File: config.mk
export PLATFORM = sky130hd
export DESIGN_NAME = heating_override_timer
export DESIGN_NICKNAME = d
export VERILOG_FILES = /design/src/hdl/hot_pkg.sv /design/src/hdl/heating_override_timer.sv
export SDC_FILE = /design/constraint.sdc
export NUM_CORES = 1
export LEC_CHECK = 0
export BUFFER_PORTS_ARGS = -buffer_cell sky130_fd_sc_hd__buf_2
export CORE_ASPECT_RATIO = 0.7
export CORE_MARGIN = 5
export CORE_UTILIZATION = 26
export DETAILED_ROUTE_END_ITERATION = 12
export PLACE_DENSITY = 0.52
export RECOVER_POWER = 25
export SLEW_MARGIN = 10
export SYNTH_ARGS = -nofsm -noshare
export SYNTH_HDL_FRONTEND = slang
export SYNTH_SLANG_ARGS = --single-unit
export TNS_END_PERCENT = 30
File: constraint.sdc
create_clock -name i_clk -period 3.95 [get_ports i_clk]
set_input_delay 0.1975 -clock i_clk [delete_from_list [all_inputs] [get_ports i_clk]]
set_output_delay 0.1975 -clock i_clk [all_outputs]
set_load 0.1 [all_outputs]
File: src/hdl/hot_pkg.sv
// Heating override timer package: event codes, selection codes, decision codes
// and the fixed limits and reset values of the timer.
// No dependencies.
`default_nettype none

package hot_pkg;

    // Field widths
    localparam int CMD_W      = 3;
    localparam int TEMP_W     = 8;
    localparam int DEC_W      = 2;
    localparam int HOUR_W     = 5;
    localparam int MINUTE_W   = 6;
    localparam int SEL_W      = 2;
    localparam int ACT_W      = 3;
    localparam int CFG_IDX_W  = 1;
    localparam int CFG_DATA_W = 8;

    // Limits and reset values
    localparam logic [HOUR_W-1:0]     HOUR_MAX       = HOUR_W'(23);
    localparam logic [MINUTE_W-1:0]   MINUTE_MAX     = MINUTE_W'(59);
    localparam logic [HOUR_W-1:0]     HOUR_DEFAULT   = HOUR_W'(1);
    localparam logic [TEMP_W-1:0]     TEMP_RESET_MAX = TEMP_W'(28);
    localparam logic [CFG_DATA_W-1:0] IDLE_RESET     = CFG_DATA_W'(30);

    // Input events
    typedef enum logic [CMD_W-1:0] {
        CMD_NEXT_VALUE  = 3'd0,
        CMD_NEXT_ACTION = 3'd1,
        CMD_APPLY       = 3'd2,
        CMD_MINUTE_TICK = 3'd3,
        CMD_SECOND_TICK = 3'd4,
        CMD_SET_TEMP    = 3'd5
    } t_cmd;

    // Selected value
    typedef enum logic [SEL_W-1:0] {
        SEL_NONE   = 2'd0,
        SEL_TEMP   = 2'd1,
        SEL_HOUR   = 2'd2,
        SEL_MINUTE = 2'd3
    } t_sel;

    // Selected action
    typedef enum logic [ACT_W-1:0] {
        ACT_NONE    = 3'd0,
        ACT_PLUS    = 3'd1,
        ACT_MINUS   = 3'd2,
        ACT_DEFAULT = 3'd3,
        ACT_CLEAR   = 3'd4
    } t_action;

    // Override decision
    typedef enum logic [DEC_W-1:0] {
        DEC_NONE     = 2'd0,
        DEC_HEAT_ON  = 2'd1,
        DEC_HEAT_OFF = 2'd2
    } t_decision;

    // Configuration register indexes
    typedef enum logic [CFG_IDX_W-1:0] {
        CFG_IDLE_TIMEOUT = 1'b0,
        CFG_MAX_TEMP     = 1'b1
    } t_cfg_idx;

endpackage

`default_nettype wire

File: src/hdl/heating_override_timer.sv
// Heating override timer: button-driven override editor, countdown timer,
// idle timeout and heat decision. Depends on hot_pkg.
//
// An input transfer's result is registered and shown in the next cycle; one
// event per cycle is taken while the result side is ready, the next entering
// as the result register is emptied. Synchronous active-low reset restores
// the timeout (30 s) and temperature limit (28) registers, clears selections
// and override settings, and rearms the idle timer with the backlight on.
`default_nettype none

module heating_override_timer (
    input  wire                               i_clk,
    input  wire                               i_rst_n,
    // configuration write port
    input  wire                               i_cfg_we,
    input  wire [hot_pkg::CFG_IDX_W-1:0]      i_cfg_index,
    input  wire [hot_pkg::CFG_DATA_W-1:0]     i_cfg_data,
    // event channel
    input  wire                               i_in_valid,
    output logic                              o_in_ready,
    input  wire [hot_pkg::CMD_W-1:0]          i_cmd,
    input  wire [hot_pkg::TEMP_W-1:0]         i_temperature,
    // result channel
    output logic                              o_out_valid,
    input  wire                               i_out_ready,
    output logic [hot_pkg::DEC_W-1:0]         o_decision,
    output logic                              o_decision_valid,
    output logic [hot_pkg::TEMP_W-1:0]        o_override_temp,
    output logic [hot_pkg::HOUR_W-1:0]        o_override_hour,
    output logic [hot_pkg::MINUTE_W-1:0]      o_override_minute,
    output logic [hot_pkg::SEL_W-1:0]         o_selected_value,
    output logic [hot_pkg::ACT_W-1:0]         o_selected_action,
    output logic                              o_backlight,
    output logic                              o_settings_changed
);
    import hot_pkg::*;

    // Configuration
    logic [CFG_DATA_W-1:0] r_idle_timeout;
    logic [TEMP_W-1:0]     r_max_temp;

    // Controller state
    t_sel                  r_value_sel,   n_value_sel;
    t_action               r_action_sel,  n_action_sel;
    logic [TEMP_W-1:0]     r_target_temp, n_target_temp;
    logic [HOUR_W-1:0]     r_hours_left,  n_hours_left;
    logic [MINUTE_W-1:0]   r_minutes_left, n_minutes_left;
    logic [TEMP_W-1:0]     r_measured,    n_measured;
    logic [CFG_DATA_W-1:0] r_idle_left,   n_idle_left;
    logic                  r_idle_armed,  n_idle_armed;
    logic                  r_light_on,    n_light_on;

    // Result register (fields that are not plain state)
    logic                  r_out_valid;
    t_decision             r_decision,    n_decision;
    logic                  r_dec_valid,   n_dec_valid;
    logic                  r_changed,     n_changed;

    logic                  in_xfer;
    logic                  restart_idle;
    logic                  edit_ok;
    t_cmd                  cmd;

    assign cmd        = t_cmd'(i_cmd);
    assign o_in_ready = !r_out_valid || i_out_ready;
    assign in_xfer    = i_in_valid && o_in_ready;

    // Next state for one event
    always_comb begin
        n_value_sel    = r_value_sel;
        n_action_sel   = r_action_sel;
        n_target_temp  = r_target_temp;
        n_hours_left   = r_hours_left;
        n_minutes_left = r_minutes_left;
        n_measured     = r_measured;
        n_idle_left    = r_idle_left;
        n_idle_armed   = r_idle_armed;
        n_light_on     = r_light_on;
        n_dec_valid    = 1'b0;
        n_changed      = 1'b0;
        restart_idle   = 1'b0;
        edit_ok        = (r_value_sel != SEL_NONE) && (r_action_sel != ACT_NONE);

        case (cmd)
            CMD_NEXT_VALUE: begin
                n_value_sel  = t_sel'(r_value_sel + SEL_W'(1));
                n_action_sel = ACT_NONE;
                restart_idle = 1'b1;
            end
            CMD_NEXT_ACTION: begin
                if (r_action_sel inside {[ACT_CLEAR:3'd7]}) begin
                    n_action_sel = ACT_NONE;
                end else begin
                    n_action_sel = t_action'(r_action_sel + ACT_W'(1));
                end
                restart_idle = 1'b1;
            end
            CMD_APPLY: begin
                restart_idle = 1'b1;
                if (edit_ok) begin
                    n_changed   = 1'b1;
                    n_dec_valid = 1'b1;
                    case (r_value_sel)
                        SEL_TEMP: begin
                            case (r_action_sel)
                                ACT_PLUS: begin
                                    if (r_target_temp < r_max_temp)
                                        n_target_temp = r_target_temp + TEMP_W'(1);
                                end
                                ACT_MINUS: begin
                                    if (r_target_temp != '0)
                                        n_target_temp = r_target_temp - TEMP_W'(1);
                                end
                                ACT_DEFAULT: n_target_temp = r_measured;
                                default:     n_target_temp = '0;
                            endcase
                        end
                        SEL_HOUR: begin
                            case (r_action_sel)
                                ACT_PLUS: begin
                                    if (r_hours_left < HOUR_MAX)
                                        n_hours_left = r_hours_left + HOUR_W'(1);
                                end
                                ACT_MINUS: begin
                                    if (r_hours_left != '0)
                                        n_hours_left = r_hours_left - HOUR_W'(1);
                                end
                                ACT_DEFAULT: n_hours_left = HOUR_DEFAULT;
                                default:     n_hours_left = '0;
                            endcase
                        end
                        default: begin
                            // minutes: default behaves as clear
                            case (r_action_sel)
                                ACT_PLUS: begin
                                    if (r_minutes_left < MINUTE_MAX)
                                        n_minutes_left = r_minutes_left + MINUTE_W'(1);
                                end
                                ACT_MINUS: begin
                                    if (r_minutes_left != '0)
                                        n_minutes_left = r_minutes_left - MINUTE_W'(1);
                                end
                                default: n_minutes_left = '0;
                            endcase
                        end
                    endcase
                end
            end
            CMD_MINUTE_TICK: begin
                n_dec_valid = 1'b1;
                if (r_minutes_left != '0) begin
                    n_minutes_left = r_minutes_left - MINUTE_W'(1);
                    n_changed      = 1'b1;
                end else if (r_hours_left != '0) begin
                    // borrow an hour
                    n_hours_left   = r_hours_left - HOUR_W'(1);
                    n_minutes_left = MINUTE_MAX;
                    n_changed      = 1'b1;
                end
            end
            CMD_SECOND_TICK: begin
                if (r_idle_armed) begin
                    if (r_idle_left <= CFG_DATA_W'(1)) begin
                        // idle expiry
                        n_idle_left  = '0;
                        n_idle_armed = 1'b0;
                        n_value_sel  = SEL_NONE;
                        n_action_sel = ACT_NONE;
                        n_light_on   = 1'b0;
                    end else begin
                        n_idle_left = r_idle_left - CFG_DATA_W'(1);
                    end
                end
            end
            CMD_SET_TEMP: begin
                n_measured = i_temperature;
            end
            default: begin
            end
        endcase

        if (restart_idle) begin
            n_idle_left  = r_idle_timeout;
            n_idle_armed = 1'b1;
            n_light_on   = 1'b1;
        end
    end

    // Decision on the updated override settings
    always_comb begin
        n_decision = DEC_NONE;
        if (n_dec_valid && (n_target_temp != '0) &&
            ((n_hours_left != '0) || (n_minutes_left != '0))) begin
            n_decision = (n_measured < n_target_temp) ? DEC_HEAT_ON : DEC_HEAT_OFF;
        end
    end

    // Configuration registers
    always_ff @(posedge i_clk) begin
        if (!i_rst_n) begin
            r_idle_timeout <= IDLE_RESET;
            r_max_temp     <= TEMP_RESET_MAX;
        end else if (i_cfg_we) begin
            case (t_cfg_idx'(i_cfg_index))
                CFG_IDLE_TIMEOUT: r_idle_timeout <= i_cfg_data;
                CFG_MAX_TEMP:     r_max_temp     <= i_cfg_data;
                default: begin
                end
            endcase
        end
    end

    // State and result registers, updated on each input transfer
    always_ff @(posedge i_clk) begin
        if (!i_rst_n) begin
            r_value_sel    <= SEL_NONE;
            r_action_sel   <= ACT_NONE;
            r_target_temp  <= '0;
            r_hours_left   <= '0;
            r_minutes_left <= '0;
            r_measured     <= '0;
            r_idle_left    <= IDLE_RESET;
            r_idle_armed   <= 1'b1;
            r_light_on     <= 1'b1;
            r_out_valid    <= 1'b0;
        end else begin
            if (in_xfer) begin
                r_value_sel    <= n_value_sel;
                r_action_sel   <= n_action_sel;
                r_target_temp  <= n_target_temp;
                r_hours_left   <= n_hours_left;
                r_minutes_left <= n_minutes_left;
                r_measured     <= n_measured;
                r_idle_left    <= n_idle_left;
                r_idle_armed   <= n_idle_armed;
                r_light_on     <= n_light_on;
                r_out_valid    <= 1'b1;
            end else if (i_out_ready) begin
                r_out_valid    <= 1'b0;
            end
        end
    end

    // Result payload
    always_ff @(posedge i_clk) begin
        if (in_xfer) begin
            r_decision  <= n_decision;
            r_dec_valid <= n_dec_valid;
            r_changed   <= n_changed;
        end
    end

    // Outputs show the state after the last transfer
    assign o_out_valid        = r_out_valid;
    assign o_decision         = r_decision;
    assign o_decision_valid   = r_dec_valid;
    assign o_settings_changed = r_changed;
    assign o_override_temp    = r_target_temp;
    assign o_override_hour    = r_hours_left;
    assign o_override_minute  = r_minutes_left;
    assign o_selected_value   = r_value_sel;
    assign o_selected_action  = r_action_sel;
    assign o_backlight        = r_light_on;

endmodule

`default_nettype wire

# --- After elaboration in Yosys (flattened, before gate mapping) ---
# Index checks and enable logic that the tools add are counted.
# W data, S select, Z words.
op_classes:
  addsub: 9
  n_mul: 0
  div_mod_pow: 0
  n_lt_le_gt_ge: 7
  eq_ne: 12
  shift: 0
  n_mux: 50
  bitwise: 1
  n_reduce_logical: 32
op_table:
  columns: ["operator", "count"]
  rows:
  - ["$mux W8", 10]
  - ["$mux W6", 6]
  - ["$mux W5", 5]
  - ["$pmux W6 S2", 2]
  - ["$pmux W8 S3", 1]
  - ["$lt A8 B8 Y1", 2]
  - ["$reduce_bool A8 Y1", 2]
  - ["$sub A8 B1 Y8 const B", 2]
  - ["$pmux W5 S3", 1]
  - ["$mux W1", 14]
  - ["$eq A3 B2 Y1 const B", 4]
  - ["$reduce_and A4 Y1", 3]
  - ["$reduce_bool A2 Y1", 6]
  - ["$reduce_bool A6 Y1", 2]
  - ["$pmux W5 S2", 1]
  - ["$reduce_bool A5 Y1", 2]
  - ["$mux W3", 3]
  - ["$pmux W3 S3", 1]
  - ["$add A8 B1 Y8 const B", 1]
  - ["$le A8 B1 Y1 const B", 1]
  - ["$add A6 B1 Y6 const B", 1]
  - ["$eq A3 B1 Y1 const B", 2]
  - ["$eq A3 B3 Y1 const B", 2]
  - ["$lt A6 B6 Y1 const B", 1]
  - ["other kinds (24)", 36]
word_totals:
  ff_bits: 63
  latch_bits: 0
  ram_bits: 0
  rom_bits: 0
  input_bits: 25
  output_inout_bits: 31
  elab_cells: 126
  n_memories: 0

# --- Logic depth before layout (Yosys ltp) ---
logic_depth:
  word_depth: 9
  mapped_depth: 13
  ltp_nobuf: 12

# --- Least setup slack after synthesis ---
# No wires, ideal clock.
synth_timing:
  path_type: "register to register"
  start: "register r_target_temp[7] (netlist: o_override_temp[7])"
  end: "register r_decision[1] (netlist: o_decision[1]), data pin"
  setup_ns: 0.255
  t_arrival_ns: 3.599
  required_time_ns: 3.695
  slack_ns: 0.096
  stages_incl_launch_ff: 12
  period_less_slack_ns: 3.854
  cell_sequence: "dfxtp_1 -> ha_1 -> a21oi_1 -> nand2_1 -> a311oi_1 -> mux2_2 -> and4_4 -> ha_1 -> and4_1 -> a21oi_1 -> o221ai_2 -> nor3b_2"
synth_via:
  elab_chain_cells: 9
synth_rtl:
  columns: ["item", "line", "rtl"]
  rows:
  - ["start: declaration", "heating_override_timer.sv:45", "logic [TEMP_W-1:0] r_target_temp, n_target_temp;"]
  - ["start signal: assignment", "heating_override_timer.sv:230", "r_target_temp <= n_target_temp;"]
  - ["$sub A8 B1 Y8 (tied with other cells)", "heating_override_timer.sv:112", "n_target_temp = r_target_temp - TEMP_W'(1);"]
  - ["$mux W8, on equally long branches", "heating_override_timer.sv:111, heating_override_timer.sv:107", null]
  - ["$pmux W8 S3", "heating_override_timer.sv:105", "case (r_action_sel)"]
  - ["$mux W8", "heating_override_timer.sv:103", "case (r_value_sel)"]
  - ["$mux W8", "heating_override_timer.sv:100", "if (edit_ok) begin"]
  - ["$mux W8 (*)", "heating_override_timer.sv:84", "case (cmd)"]
  - ["parallel branches: the longest is 3 deep, another holds $lt A8 B8 Y1", null, null]
  - ["end signal: assignment", "heating_override_timer.sv:247", "r_decision <= n_decision;"]
  - ["end: declaration", "heating_override_timer.sv:55", "t_decision r_decision, n_decision;"]
# Every way passes the cells marked *.
# A chain may end at the register's enable or synchronous reset.

# --- Worst setup path in the final report ---
layout_timing:
  start: "register r_target_temp[4] (netlist: o_override_temp[4])"
  end: "register r_decision[1] (netlist: o_decision[1]), data pin"
# Same word-level chain as after synthesis.

==> flow_metrics.py <==
metrics = {
    "min_path": {
        "whs_path_depth": 3,
        "min_from": "i_in_valid",
        "hold_path_end": "o_out_valid$_SDFFE_PN0P_",
        "hp-class": "primary input to flop",
    },
    "sta": {
        "skew_ns": 0.00706,
        "fin_crit_sh_pct": 92.7,
        "drv_slew": 0,
        "layout_min_cycle_time_ns": 3.66,
        "worst_pin_slew_ns": 1.43,
        "rsz0062_at_grt": "no",
        "relSlewSlack_pct": 4.55,
        "hold_viol_final": 0,
        "finalSetupViolations": 0,
        "fmax_mhz": 273,
        "setup_tns_ns": 0,
    },
    "synthesis": {
        "synth.distinct_cells": 85,
        "synth_top_area_share_pct": 24.0,
        "yosys-top-cells-count": "nand2_1, nor2_1, dfxtp_1, a21oi_1, inv_1",
        "synth_top_area_cell": "dfxtp_1",
        "syn_area_um2": 4920,
        "synthArstFlopShare_pct": 0,
        "synth_area_leaders": "dfxtp_1, ha_1, nand2_1",
        "ys_warn_count": 0,
        "synth-edff-count": 4,
        "ys_seq_elements": 63,
        "seq_area_frac_synth_pct": 26.5,
        "synth.most_common_cell": "nand2_1",
        "syn_inst": 644,
        "syn_area_per_cell_um2": 7.64,
        "synth_nets": 702,
        "synth_top_flop_cell": "dfxtp_1",
    },
    "clock_tree": {
        "cts.sinks": 63,
        "cts_setup_buffers": 0,
        "clockBufferDepth": 2,
        "cts_tree": "built",
        "cts_root_buf": "clkbuf_16",
        "cts.clk_slew.worst_paths_ns": 0.06,
        "ctsHoldBuffers": 0,
        "insertion_delay_ns": 0.34,
        "cts-buffers-inserted": 9,
        "cts.htree.levels": 3,
    },
    "power_and_ir_drop": {
        "seqPwrFrac_pct": 35.0,
        "p_comb_share_pct": 27.8,
        "p_leak_nw": 2.23,
        "power_density_nw_per_um2": 366,
        "p_int_mw": 1.30,
        "switchingPower_mw": 0.786,
        "switching_share_pct": 37.7,
        "ir_drop_mv": 0.165,
        "clockPowerShare_pct": 37.2,
    },
    "route": {
        "route.met2.wl_um": 6160,
        "highest_layer": "met4",
        "drt-met1-wl_um": 8990,
        "vias_per_cell": 5.42,
        "dr.first_iter.drc_count": 638,
        "num_vias": 5076,
        "wl_met3_um": 1410,
        "drc": 0,
        "wl_per_cell_um": 17.8,
        "routed_wl_um": 16700,
        "antenna_left": 0,
        "dr.pass1.iters": 7,
    },
    "global_route": {
        "grt_pass1_wl_um": 27000,
        "grt_overflow_total": 0,
        "grt_max_degree": 39,
        "grt_pass1_vias": 4727,
        "antenna_found_initial": 0,
        "track_usage_pct": 15.2,
    },
    "finish": {
        "layout.nets": 748,
        "n_antenna_cell": 0,
        "area_growth_pct": 16.0,
        "drive_above_1_share_pct": 17.1,
        "stdcell_count": 937,
    },
    "critical_path": {
        "rr_startpoint": "o_override_temp[4]$_SDFFE_PN0P_",
        "crit_arrival_ns": 3.75,
        "worst_setup_path_start_kind": "flop",
        "setup.worst_path.end_class": "flop",
        "cp.required_ns": 4.04,
        "r2r_slack_ns": 0.29,
        "path_class": "flop to flop",
        "reg2reg_depth": 11,
        "crit_fanout": 9,
        "r2r_end": "o_decision[1]$_SDFFCE_PN0P_",
    },
    "floorplan": {
        "initial_core_util_pct": 26.2,
        "fp.coreArea_um2": 18800,
        "num_io_pins": 56,
        "die_area_um2": 21800,
        "row_count": 42,
        "dieHeight_um": 125,
        "die_w_um": 174,
    },
    "placed_design": {
        "port_buffers": 55,
        "gp_congestion": 0.947,
        "place_hpwl_um": 12600,
        "dp_cells": 921,
    },
    "run": {
        "max_cap_violations": 0,
    },
    "status": {
        "outcome": "complete, no violations",
    },
}
==> repair_timing <==
action / in CTS / in global routing
endpoints found under the hold margin: 0 / 0
gates resized for setup: 0 / 1
setup endpoints to repair: 0 / 2
==> how the worst max path moves through the flow <==
| stage | from | end | slack (ns) | depth (start not counted) |
|---|---|---|---|---|
| detailed placement | o_override_temp[4]$_SDFFE_PN0P_ | o_decision[1]$_SDFFCE_PN0P_ | 0.40 | 11 |
| CTS | o_override_temp[4]$_SDFFE_PN0P_ | o_decision[1]$_SDFFCE_PN0P_ | 0.33 | 11 |
| finish | o_override_temp[4]$_SDFFE_PN0P_ | o_decision[1]$_SDFFCE_PN0P_ | 0.29 | 11 |
| floorplan | o_override_temp[7]$_SDFFE_PN0P_ | o_decision[1]$_SDFFCE_PN0P_ | 0.1 | 11 |
| global route | o_override_temp[4]$_SDFFE_PN0P_ | o_decision[1]$_SDFFCE_PN0P_ | 0.02 | 11 |
| global placement | o_override_temp[2]$_SDFFE_PN0P_ | o_decision[1]$_SDFFCE_PN0P_ | 0.42 | 11 |
==> per-stage QoR <==
stage	power (mW)	setup slack (ns)	hold WS, ns	cell area [um^2]	util (%)
2_1_floorplan	1.16	0.0960	0.274	4920	-
3_3_place_gp	1.32	0.421	0.441	5430	29.0
3_5_place_dp	1.32	0.401	0.446	5430	29.0
4_1_cts	2.10	0.334	0.0896	5720	30.5
5_1_grt	2.19	0.0184	0.0946	5700	30.4
6_report	2.09	0.289	0.0989	5700	30.4
==> area by class of cell <==
type,count,area [um^2]
well taps,242,303
flip-flops and latches,63,1300
repair buffers,77,422
clock buffers,10,239
multi-input cells,503,3260
inverters,36,135
fillers,2029,13100
clock inverters,6,42.5
==> routing by layer <==
layer | global-route usage [%] | vias up
met5 | 0 | -
met4 | 2.33 | 0
met3 | 4.01 | 12
met2 | 19.3 | 233
met1 | 25.1 | 2366
li1 | - | 2465
==> critical path: stages (launching register included) <==
cell and delay [ns]:
dfxtp_1 0.41, ha_1 0.26, nor4_1 0.26, o21ai_1 0.17
a311oi_1 0.68, mux2_2 0.41, and4_4 0.20, ha_1 0.30
and4_1 0.22, a21oi_1 0.19, o221ai_2 0.12, nor3b_2 0.17
==> cells by family after synthesis <==
kind of cell	synth area share (%)
flip-flops	26.5
AND/OR/NAND/NOR	27.0
adder cells (fa/ha/maj)	8.39
multiplexers	2.90
AO/OA/AOI/OAI	26.4
XOR/XNOR	1.42
buffers and inverters	7.38
==> registers in the layout, summed over array words and instances (netlist names), 2 cells and up <==
register	count
r_idle_left	8
o_override_hour	5
o_decision	2
r_max_temp	8
r_measured	8
r_idle_timeout	8
o_selected_action	3
o_override_minute	6
o_override_temp	8
o_selected_value	2
==> power groups by stage <==
stage / Clock [mW] / Combinational (mW) / Sequential (mW)
floorplan: 0 / 0.308 / 0.853
global placement: 0 / 0.575 / 0.744
detailed placement: 0 / 0.572 / 0.744
CTS: 0.792 / 0.575 / 0.730
global route: 0.817 / 0.633 / 0.737
finish: 0.775 / 0.581 / 0.731
==> cells in the final DEF, fill, tap and decap left out, types with 7 or more instances in the layout <==
master | synthesis | routed
a21oi_1 | 44 | 44
clkbuf_16 | 0 | 9
nand3_1 | 25 | 25
buf_4 | 1 | 20
nor2_1 | 65 | 65
inv_1 | 34 | 35
ha_1 | 33 | 33
nor3_1 | 26 | 26
a22oi_1 | 7 | 7
or3_1 | 8 | 8
nor2b_1 | 7 | 7
nand2_1 | 68 | 68
mux2_2 | 9 | 9
dfxtp_1 | 59 | 59
clkbuf_1 | 31 | 11
o211ai_1 | 10 | 10
a211oi_1 | 29 | 29
o31ai_1 | 8 | 8
buf_2 | 1 | 46
o21ai_0 | 27 | 27
nand2b_1 | 12 | 12
No activity file was read; power rests on OpenSTA's default activity.
